--- src/rtl/core/bpk_pkg.sv ---
// ----------------------------------------------------------------------------
// bpk_pkg
// Shared types and constants for the bit packer feeding a paged byte memory.
// ----------------------------------------------------------------------------
package bpk_pkg;

    localparam int PAGE_BYTES  = 64;
    localparam int PAGE_COUNT  = 512;
    localparam int MEM_BYTES   = PAGE_BYTES * PAGE_COUNT;
    localparam int CNT_MAX     = 1023;
    localparam int CNT_LIMIT   = (PAGE_COUNT > CNT_MAX) ? CNT_MAX : PAGE_COUNT;
    localparam int OFF_W       = $clog2(PAGE_BYTES);

    localparam int ADDR_W      = 15;
    localparam int BYTE_W      = 8;
    localparam int CNT_W       = 10;
    localparam int WORD_W      = 16;
    localparam int BCNT_W      = 5;
    localparam int MODE_W      = 2;
    localparam int PEND_W      = 3;
    localparam int PART_W      = 7;
    localparam int ACC_W       = 24;

    localparam int S_TDATA_W   = 24;
    localparam int M_TDATA_W   = 40;

    localparam logic [CNT_W-1:0]  NF_RESET  = 10'd452;
    localparam logic [BCNT_W-1:0] MAX_BITS  = 5'd16;
    localparam logic [BCNT_W-1:0] BYTE_BITS = 5'd8;

    typedef enum logic [MODE_W-1:0] {
        MODE_APPEND    = 2'd0,
        MODE_FLUSH     = 2'd1,
        MODE_CLR_PAGES = 2'd2
    } t_mode;

    typedef struct packed {
        logic [ADDR_W-1:0] addr;
        logic [OFF_W-1:0]  off;
        logic [CNT_W-1:0]  pc;
    } t_pos;

    typedef struct packed {
        logic              last;
        logic              near_full;
        logic [CNT_W-1:0]  pages;
        logic [BYTE_W-1:0] value;
        logic [ADDR_W-1:0] addr;
    } t_result;

    function automatic t_pos step_pos(t_pos cur);
        t_pos nxt;
        logic page_end;
        page_end = (32'(cur.off) == PAGE_BYTES - 1);
        nxt      = cur;
        if (page_end) begin
            nxt.off = '0;
            if (32'(cur.pc) < CNT_LIMIT) begin
                nxt.pc = cur.pc + CNT_W'(1);
            end
            if (32'(cur.addr) + 32'd1 >= MEM_BYTES) begin
                nxt.addr = '0;
            end else begin
                nxt.addr = cur.addr + ADDR_W'(1);
            end
        end else begin
            nxt.off  = cur.off + OFF_W'(1);
            nxt.addr = cur.addr + ADDR_W'(1);
        end
        return nxt;
    endfunction

endpackage

--- src/rtl/core/bit_packer_to_paged_memory.sv ---
// ----------------------------------------------------------------------------
// bit_packer_to_paged_memory
// MSB-first bit packer; emits each completed byte with its paged address.
// ----------------------------------------------------------------------------
// The first byte of an item is registered and appears in the cycle after the input beat.
// Throughput: one item per cycle while items complete at most one byte and
// the receiver is ready; an item completing two bytes fills the two-entry
// output buffer and stalls the input, as one output beat leaves per cycle.
// Reset: synchronous, active low; clears bit, address and page state and
// loads the near-full threshold with 452.
module bit_packer_to_paged_memory (
    input  logic                            i_clk,
    input  logic                            i_rst_n,
    input  logic                            i_cfg_we,
    input  logic [bpk_pkg::CNT_W-1:0]       i_cfg_wdata,
    input  logic                            i_s_tvalid,
    output logic                            o_s_tready,
    // [15:0] data_word, [20:16] bit_count, rest zero
    input  logic [bpk_pkg::S_TDATA_W-1:0]   i_s_tdata,
    // [1:0] mode
    input  logic [bpk_pkg::MODE_W-1:0]      i_s_tuser,
    output logic                            o_m_tvalid,
    input  logic                            i_m_tready,
    // [14:0] byte_addr, [22:15] byte_value, [32:23] pages_used,
    // [33] near_full, rest zero
    output logic [bpk_pkg::M_TDATA_W-1:0]   o_m_tdata,
    output logic                            o_m_tlast
);
    import bpk_pkg::*;

    logic [CNT_W-1:0]  r_nfp;
    logic [PEND_W-1:0] r_pend, n_pend;
    logic [PART_W-1:0] r_part, n_part;
    t_pos              r_pos, n_pos;
    t_result           r_slot [2];
    logic [1:0]        r_cnt;

    logic              s_acc, m_fire;
    logic              is_app, is_flush, is_clr, act;
    logic [BCNT_W-1:0] nbits, tot;
    logic [WORD_W-1:0] word_eff;
    logic [16:0]       mask17;
    logic [ACC_W-1:0]  acc, aligned;
    logic [BYTE_W-1:0] rem_mask;
    logic [1:0]        nbytes;
    t_pos              pos1, pos2;
    t_result           res0, res1;

    assign s_acc  = i_s_tvalid && o_s_tready;
    assign m_fire = o_m_tvalid && i_m_tready;

    assign o_s_tready = (r_cnt == 2'd0) || ((r_cnt == 2'd1) && i_m_tready);
    assign o_m_tvalid = (r_cnt != 2'd0);
    assign o_m_tdata  = M_TDATA_W'({r_slot[0].near_full, r_slot[0].pages,
                                    r_slot[0].value, r_slot[0].addr});
    assign o_m_tlast  = r_slot[0].last;

    always_comb begin
        is_app   = 1'b0;
        is_flush = 1'b0;
        is_clr   = 1'b0;
        unique case (i_s_tuser)
            MODE_APPEND:    is_app   = 1'b1;
            MODE_FLUSH:     is_flush = 1'b1;
            MODE_CLR_PAGES: is_clr   = 1'b1;
            default:        ;
        endcase
        act = is_app || is_flush;

        if (is_app) begin
            nbits    = (i_s_tdata[20:16] > MAX_BITS) ? MAX_BITS : i_s_tdata[20:16];
            word_eff = i_s_tdata[WORD_W-1:0];
        end else begin
            nbits    = BYTE_BITS - BCNT_W'(r_pend);
            word_eff = '0;
        end

        mask17   = (17'd1 << nbits) - 17'd1;
        acc      = (ACC_W'(r_part) << nbits) | ACC_W'(word_eff & mask17[WORD_W-1:0]);
        tot      = BCNT_W'(r_pend) + nbits;
        aligned  = acc << (5'd24 - tot);
        rem_mask = (8'd1 << tot[2:0]) - 8'd1;
        nbytes   = act ? tot[4:3] : 2'd0;

        pos1 = step_pos(r_pos);
        pos2 = step_pos(pos1);

        res0.addr      = r_pos.addr;
        res0.value     = aligned[23:16];
        res0.pages     = pos1.pc;
        res0.near_full = (pos1.pc >= r_nfp);
        res0.last      = (nbytes == 2'd1);
        res1.addr      = pos1.addr;
        res1.value     = aligned[15:8];
        res1.pages     = pos2.pc;
        res1.near_full = (pos2.pc >= r_nfp);
        res1.last      = 1'b1;

        n_pend = r_pend;
        n_part = r_part;
        n_pos  = r_pos;
        if (act) begin
            n_pend = tot[2:0];
            n_part = acc[PART_W-1:0] & rem_mask[PART_W-1:0];
            unique case (nbytes)
                2'd0:    n_pos = r_pos;
                2'd1:    n_pos = pos1;
                default: n_pos = pos2;
            endcase
        end else if (is_clr) begin
            n_pos.pc = '0;
        end
    end

    always_ff @(posedge i_clk) begin
        if (!i_rst_n) begin
            r_nfp  <= NF_RESET;
            r_pend <= '0;
            r_part <= '0;
            r_pos  <= '0;
            r_cnt  <= '0;
        end else begin
            if (i_cfg_we) begin
                r_nfp <= i_cfg_wdata;
            end
            if (s_acc) begin
                r_pend <= n_pend;
                r_part <= n_part;
                r_pos  <= n_pos;
                r_cnt  <= nbytes;
            end else if (m_fire) begin
                r_cnt <= r_cnt - 2'd1;
            end
        end
    end

    always_ff @(posedge i_clk) begin
        if (s_acc) begin
            r_slot[0] <= res0;
            r_slot[1] <= res1;
        end else if (m_fire) begin
            r_slot[0] <= r_slot[1];
        end
    end

    a_cnt_range: assert property (@(posedge i_clk) disable iff (!i_rst_n)
        r_cnt != 2'd3)
        else $error("output buffer count out of range");

    a_full_stall: assert property (@(posedge i_clk) disable iff (!i_rst_n)
        r_cnt == 2'd2 |-> !o_s_tready && !o_m_tlast)
        else $error("full buffer must stall input and hold a non-last beat");

    a_single_last: assert property (@(posedge i_clk) disable iff (!i_rst_n)
        r_cnt == 2'd1 |-> o_m_tlast)
        else $error("lone buffered beat must be last");

    a_clr_pages: assert property (@(posedge i_clk) disable iff (!i_rst_n)
        s_acc && is_clr |=> r_pos.pc == '0)
        else $error("page counter not cleared");

    a_no_result_idle: assert property (@(posedge i_clk) disable iff (!i_rst_n)
        s_acc && !act |=> r_cnt == 2'd0)
        else $error("result produced by a non-packing item");

endmodule

--- config.mk ---
export PLATFORM = sky130hd
export DESIGN_NAME = bit_packer_to_paged_memory
export DESIGN_NICKNAME = d
export VERILOG_FILES = /design/src/rtl/core/bpk_pkg.sv /design/src/rtl/core/bit_packer_to_paged_memory.sv
export SDC_FILE = /design/constraint.sdc
export NUM_CORES = 1
export LEC_CHECK = 0
export ABC_AREA = 1
export BUFFER_PORTS_ARGS = -buffer_cell sky130_fd_sc_hd__buf_2
export CAP_MARGIN = 30
export CORE_AREA = 5 5 193 195
export DETAILED_ROUTE_END_ITERATION = 8
export DIE_AREA = 0 0 198 200
export GPL_TIMING_DRIVEN = 0
export PLACE_DENSITY_LB_ADDON = 0.3
export RECOVER_POWER = 50
export SLEW_MARGIN = 20
export SYNTH_ARGS = -nofsm -noshare
export SYNTH_HDL_FRONTEND = slang
export SYNTH_SLANG_ARGS = --single-unit
--- constraint.sdc ---
create_clock -name i_clk -period 4.3 [get_ports i_clk]
set_input_delay 0.43 -clock i_clk [delete_from_list [all_inputs] [get_ports i_clk]]
set_output_delay 0.43 -clock i_clk [all_outputs]
set_load 0.02 [all_outputs]
After elaboration in Yosys (flattened, before gate mapping). Memories as Yosys holds them, arrays and structs flattened. Cells that the tools add are included.

Register bits: 53. Memory bits (writable): 70. Input bits: 41. Word-level logic and storage cells: 85. Memories: 1.

Add/subtract/negate cells: 14. $lt $le $gt $ge: 7. Eq/ne operators: 7. Shift-type cells: 4. Muxes and demuxes: 26. Bitwise operators: 5. Reductions and logical operators: 14.

Memories: r_slot (depth 2, width 35, read ports 2, clocked after memory_dff 0, wr ports 2, RTL line bit_packer_to_paged_memory.sv:35) `t_result r_slot [2];`.

Operators by type and width (count): $pmux 31 s2 (1); $mux 10 (6); $mux 21 (2); $mux 35 (1); $add 15x1->16 const B (2); $ge 16x16->1 const B (2); $add 15x1->15 const B (2); $mux 15 (2); $or 24x16->24 (1); $shl 24x5->24 (1); $shl 7x5->24 (1); $add 10x1->10 const B (2); $ge 10x10->1 (2); $lt 10x10->1 const B (2); $and 16x16->16 (1); $mux 16 (1); $shl 1x5->16 const A (1); $sub 16x1->16 const B (1); $add 6x1->6 const B (2); $eq 6x6->1 const B (2); $mux 5 (2); $mux 1 (8); $and 7x7->7 (1); $shl 1x3->7 const A (1); 18 further kinds (30).

Longest topological paths before layout.
Depth after elaboration: 10. Mapped depth: 24. Depth with buffers taken out: 23.

Worst setup path after synthesis. No wires, ideal clock.

Path type: register to register. Start point: register r_pos[10] in the netlist's numbering. End point: memory r_slot[1][33] in the netlist's numbering, data pin. Library setup time: 0.259 ns. Arrival: 3.166 ns. Data required time: 4.041 ns. Path slack: 0.876 ns. Stages on the path, launching flop included: 20. Buffers on the path: 0. Clock period less this slack: 3.424 ns. Cells stage by stage: dfxtp_1 ha_1 nand4_1 nor2_1 nand2_1 xor2_1 inv_1 ha_1 a21oi_1 inv_1 ha_1 a21boi_0 o21a_1 o21a_1 o21ai_0 nand2_1 a21oi_1 o21ai_0 a21oi_1 o21bai_1.

RTL lines: start, declared (RTL line bit_packer_to_paged_memory.sv:34) `t_pos r_pos, n_pos;`; start signal, assigned (RTL line bit_packer_to_paged_memory.sv:129) `r_pos <= n_pos;`; end, declared (RTL line bit_packer_to_paged_memory.sv:35).

==> impl_metrics.json <==
{
  "worstPathMaxFanout": 6,
  "post-synth-top-area-cell": "sky130_fd_sc_hd__edfxtp_1",
  "fin_hold_ws_ns": 0.226,
  "layout.cell_area.non_filler_um2": 10300,
  "hpwlAfterDp_mm": 21.7,
  "reg2reg_setup_slack_ns": 0.29,
  "cellPowerDensity_nw_per_um2": 694,
  "clockBufferDepth": 2,
  "max_freq_mhz": 249,
  "drt_pre_antenna_iters": 7,
  "finalCriticalPeriod_ns": 4.01,
  "netSwitchingFraction_pct": 47.5,
  "totalWireLength_mm": 27.6,
  "yosysWarningCount": 0,
  "largest_net_degree_at_the_start_of_global_routing": 31,
  "final_core_util_pct": 29.2,
  "maximum_vdd_drop_mv": 0.332,
  "worstMarginPinSlew_ns": 1.82,
  "placementRows": 69,
  "synth_fa_ha_area_share_pct": 5.53,
  "critical_path.reg2reg.startpoint": "r_pos[11]$_SDFFE_PN0P_",
  "seq_area_frac_synth_pct": 35.9,
  "cp.arrival_ns": 4.18,
  "io_pins": 84,
  "synthSimpleGateAreaFrac_pct": 33.5,
  "drt_drc_violations_left": 0,
  "syn_area_per_cell_um2": 6.98,
  "htreeDepth": 4,
  "cp.buffers_inverters": 2,
  "regToRegEndpoint": "r_slot[1][33]$_DFFE_PP_",
  "post_drt_wl_per_cell_um": 15.1,
  "clockRootBuffer": "sky130_fd_sc_hd__clkbuf_16",
  "setup_repair_after_global_routing_missed_its_margin": "no",
  "result_of_the_run": "complete, but fails checks",
  "start_util_pct": 24.8,
  "postSynthRegisterBits": 122,
  "synth-edff-count": 69,
  "synth_compound_area_share_pct": 12.0,
  "tritoncts": "done",
  "clk_transition_reported_paths_ns": 0.06,
  "layout_worst_path_cycle_share_pct": 93.3,
  "routed_via_density": 4.74,
  "startpoint_type_of_the_worst_setup_path": "register",
  "clkPwrFrac_pct": 21.0,
  "switching_power_w": 0.00340,
  "initialDrtViolationCount": 654,
  "final.fill_count": 3902,
  "die_y_um": 200,
  "worst_skew_pair_latency_ns": 0.42,
  "area_delta_synth_final_pct": 17.9,
  "critical_path.endpoint": "r_slot[1][33]$_DFFE_PP_",
  "fin_worst_skew_ns": 0.00801,
  "leakagePower_nw": 4.53,
  "synth_area_um2": 8740,
  "synth_async_sr_flop_share_pct": 0,
  "drtAntennaViolNets": 0,
  "power.sequential.fraction_pct": 25.5,
  "int_pwr_w": 0.00375,
  "postCtsSetupBuffers": 0,
  "maxSlewViolCount": 31,
  "worst_path_max_delay_cell": "sky130_fd_sc_hd__dfxtp_1",
  "drive_gt1_share_pct": 9.83,
  "antenna_found_initial": 2,
  "dominantRegCellSynth": "sky130_fd_sc_hd__edfxtp_1",
  "class_of_the_most_critical_hold_timing_path": "primary input to register",
  "grt.overflow.total": 0,
  "synth-xor-area-share_pct": 3.71,
  "maxCapViolations": 1,
  "worstHoldPathCells": 3,
  "critical_path.startpoint": "r_pos[11]$_SDFFE_PN0P_",
  "via_count": 8641,
  "critical-path-top-delay-family": "compound AO/OA/AOI/OAI gates",
  "globalRouteTotalUtil_pct": 13.9,
  "slew-limit-headroom_pct": -21.1,
  "antennaDiodeCount": 0,
  "cp_num_cells": 19,
  "floorplan.core_area_um2": 35200,
  "report.final.setup_viol": 0,
  "failed_checks": "capacitance limit, slew limit",
  "count_of_clock_tree_sinks": 122,
  "cp_slowest_stage_delay_ns": 0.40,
  "share_comb_of_total_power_pct": 53.4,
  "worst_r2r_path_depth": 19,
  "buffer_ports.inserted": 73,
  "cts_hold_buf": 0,
  "floorplan.die_area_um2": 39600,
  "globalplace.congestion": 0.928,
  "number_of_buffers_created_by_cts": 17,
  "crit_required_ns": 4.47,
  "die_w_um": 198,
  "cp-end-kind": "register",
  "synth_top_family_by_area": "simple AND/OR/NAND/NOR gates",
  "detailed_place.area_um2": 9740,
  "synth_area_leaders": "sky130_fd_sc_hd__edfxtp_1, sky130_fd_sc_hd__nand2_1, sky130_fd_sc_hd__dfxtp_1, sky130_fd_sc_hd__nand3_1, sky130_fd_sc_hd__inv_1",
  "final_net_count": 1429,
  "yosys-mux-area-fraction_pct": 0.115,
  "grt_pass1_vias": 8265,
  "cp_cell_sequence": "ha_1 > nand4_1 > nor2_4 > nand2_1 > xor2_2 > inv_1 > ha_1 > a21oi_1 > inv_1 > ha_1 > a21boi_0 > o21a_1 > o21a_1 > o21ai_0 > nand2_1 > a21oi_1 > o21ai_0 > a21oi_1 > o21bai_1",
  "postSynthCellCount": 1252,
  "final-hold-violation-count": 0,
  "synth.lib_cells_used.distinct": 52,
  "grt_pass1_wl_mm": 43.6,
  "synth_largest_type_area_fraction_pct": 23.7,
  "timing.setup.critical_path_class": "register to register"
}
worst reg2reg max path: stages (launching register included):
cell	delay, ns
sky130_fd_sc_hd__dfxtp_1	0.40
sky130_fd_sc_hd__ha_1	0.25
sky130_fd_sc_hd__nand4_1	0.22
sky130_fd_sc_hd__nor2_4	0.26
sky130_fd_sc_hd__nand2_1	0.20
sky130_fd_sc_hd__xor2_2	0.30
sky130_fd_sc_hd__inv_1	0.10
sky130_fd_sc_hd__ha_1	0.28
sky130_fd_sc_hd__a21oi_1	0.19
sky130_fd_sc_hd__inv_1	0.09
sky130_fd_sc_hd__ha_1	0.27
sky130_fd_sc_hd__a21boi_0	0.12
sky130_fd_sc_hd__o21a_1	0.17
sky130_fd_sc_hd__o21a_1	0.16
sky130_fd_sc_hd__o21ai_0	0.14
sky130_fd_sc_hd__nand2_1	0.08
sky130_fd_sc_hd__a21oi_1	0.15
sky130_fd_sc_hd__o21ai_0	0.13
sky130_fd_sc_hd__a21oi_1	0.17
sky130_fd_sc_hd__o21bai_1	0.08
worst min-delay path by stage:
stage	startpoint	endpoint	slack [ns]
2_1_floorplan	r_pos[30]$_SDFFE_PN0P_	r_pos[30]$_SDFFE_PN0P_	0.44
3_3_place_gp	r_pos[7]$_SDFFE_PN0P_	r_pos[7]$_SDFFE_PN0P_	0.46
3_5_place_dp	r_pos[30]$_SDFFE_PN0P_	r_pos[30]$_SDFFE_PN0P_	0.46
4_1_cts	i_cfg_wdata[2]	r_nfp[2]$_SDFFE_PN1P_	0.21
5_1_grt	i_cfg_wdata[2]	r_nfp[2]$_SDFFE_PN1P_	0.23
6_report	i_cfg_wdata[2]	r_nfp[2]$_SDFFE_PN1P_	0.23
per-stage QoR:
| step | cells | total power, W | setup WS [ns] | setup TNS [ns] |
|---|---|---|---|---|
| after floorplan | 1257 | 0.00453 | 0.876 | 0 |
| after global placement | 1791 | 0.00566 | -0.238 | -1.21 |
| after detailed placement | 1793 | 0.00570 | -0.268 | -1.53 |
| after CTS | 1825 | 0.00724 | 0.166 | 0 |
| after global routing | 1824 | 0.00774 | 0.0361 | 0 |
| final | 1824 | 0.00715 | 0.288 | 0 |
metal layers:
layer | routed length [um] | track usage (%)
met1 | 13300 | 19.1
met5 | 23 | 0
met2 | 12100 | 22.1
met3 | 1490 | 2.82
met4 | 673 | 4.21
final cells by class:
type,count,area [um^2],area share (%)
Multi-Input combinational cell,931,4830,46.9
Sequential cell,122,3130,30.4
Tap cell,461,577,5.60
Inverter,151,567,5.50
Clock buffer,24,558,5.42
Timing Repair Buffer,75,325,3.16
Buffer,52,244,2.37
Clock inverter,8,71.3,0.692
synth_stat cells (13+ instances only):
master,number
sky130_fd_sc_hd__nor2_1,80
sky130_fd_sc_hd__nand3_1,188
sky130_fd_sc_hd__dfxtp_1,53
sky130_fd_sc_hd__a21oi_1,92
sky130_fd_sc_hd__clkbuf_1,24
sky130_fd_sc_hd__edfxtp_1,69
sky130_fd_sc_hd__inv_1,137
sky130_fd_sc_hd__nand4_1,22
sky130_fd_sc_hd__nand2_1,323
sky130_fd_sc_hd__o21ai_0,64
sky130_fd_sc_hd__xor2_1,25
sky130_fd_sc_hd__buf_2,13
sky130_fd_sc_hd__ha_1,37
flip-flops by register name, indices dropped and copies added, names as in the netlist:
signal	flops
r_pos	31
r_nfp	10
r_pend	3
r_cnt	2
r_part	7
r_slot	69
layout by cell type, fill, tap and decap left out, types with 6 or more instances in the layout:
cell type and n:
sky130_fd_sc_hd__nand2_1 323, sky130_fd_sc_hd__nand3_1 188, sky130_fd_sc_hd__inv_1 137, sky130_fd_sc_hd__a21oi_1 92
sky130_fd_sc_hd__nor2_1 79, sky130_fd_sc_hd__edfxtp_1 69, sky130_fd_sc_hd__o21ai_0 64, sky130_fd_sc_hd__clkbuf_1 62
sky130_fd_sc_hd__dfxtp_1 53, sky130_fd_sc_hd__buf_2 48, sky130_fd_sc_hd__ha_1 37, sky130_fd_sc_hd__xor2_1 24
sky130_fd_sc_hd__nand4_1 22, sky130_fd_sc_hd__clkbuf_16 22, sky130_fd_sc_hd__nor3_1 13, sky130_fd_sc_hd__inv_2 12
sky130_fd_sc_hd__o21ai_1 10, sky130_fd_sc_hd__buf_1 9, sky130_fd_sc_hd__buf_4 8, sky130_fd_sc_hd__nor2_2 7
sky130_fd_sc_hd__xnor2_1 7, sky130_fd_sc_hd__conb_1 6
power groups by stage:
stage	combinational [W]	clock, W	sequential, W
finish	0.00382	0.00150	0.00183
global route	0.00429	0.00159	0.00186
CTS	0.00389	0.00154	0.00181
detailed placement	0.00387	0	0.00183
global placement	0.00381	0	0.00185
floorplan	0.00249	0	0.00204
cells by family (layout without fill, tap and decap cells):
| group | Yosys count | count (layout) |
|---|---|---|
| DFF | 122 | 122 |
| and+or+nand+nor | 658 | 658 |
| other | 1 | 6 |
| muxes | 1 | 1 |
| adders and majority gates | 38 | 38 |
| AOI/OAI and AO/OA | 194 | 194 |
| xor gates and xnor gates | 34 | 34 |
| buffers and inverters | 204 | 310 |
what timing repair did:
action                                 in CTS  in global routing
setup endpoints to repair                   1                  7
pin swaps                                   0                  0
gates resized for setup                     1                  9
endpoints found under the hold margin       0                  0
Note: power is estimated with default switching activity, not from simulation.
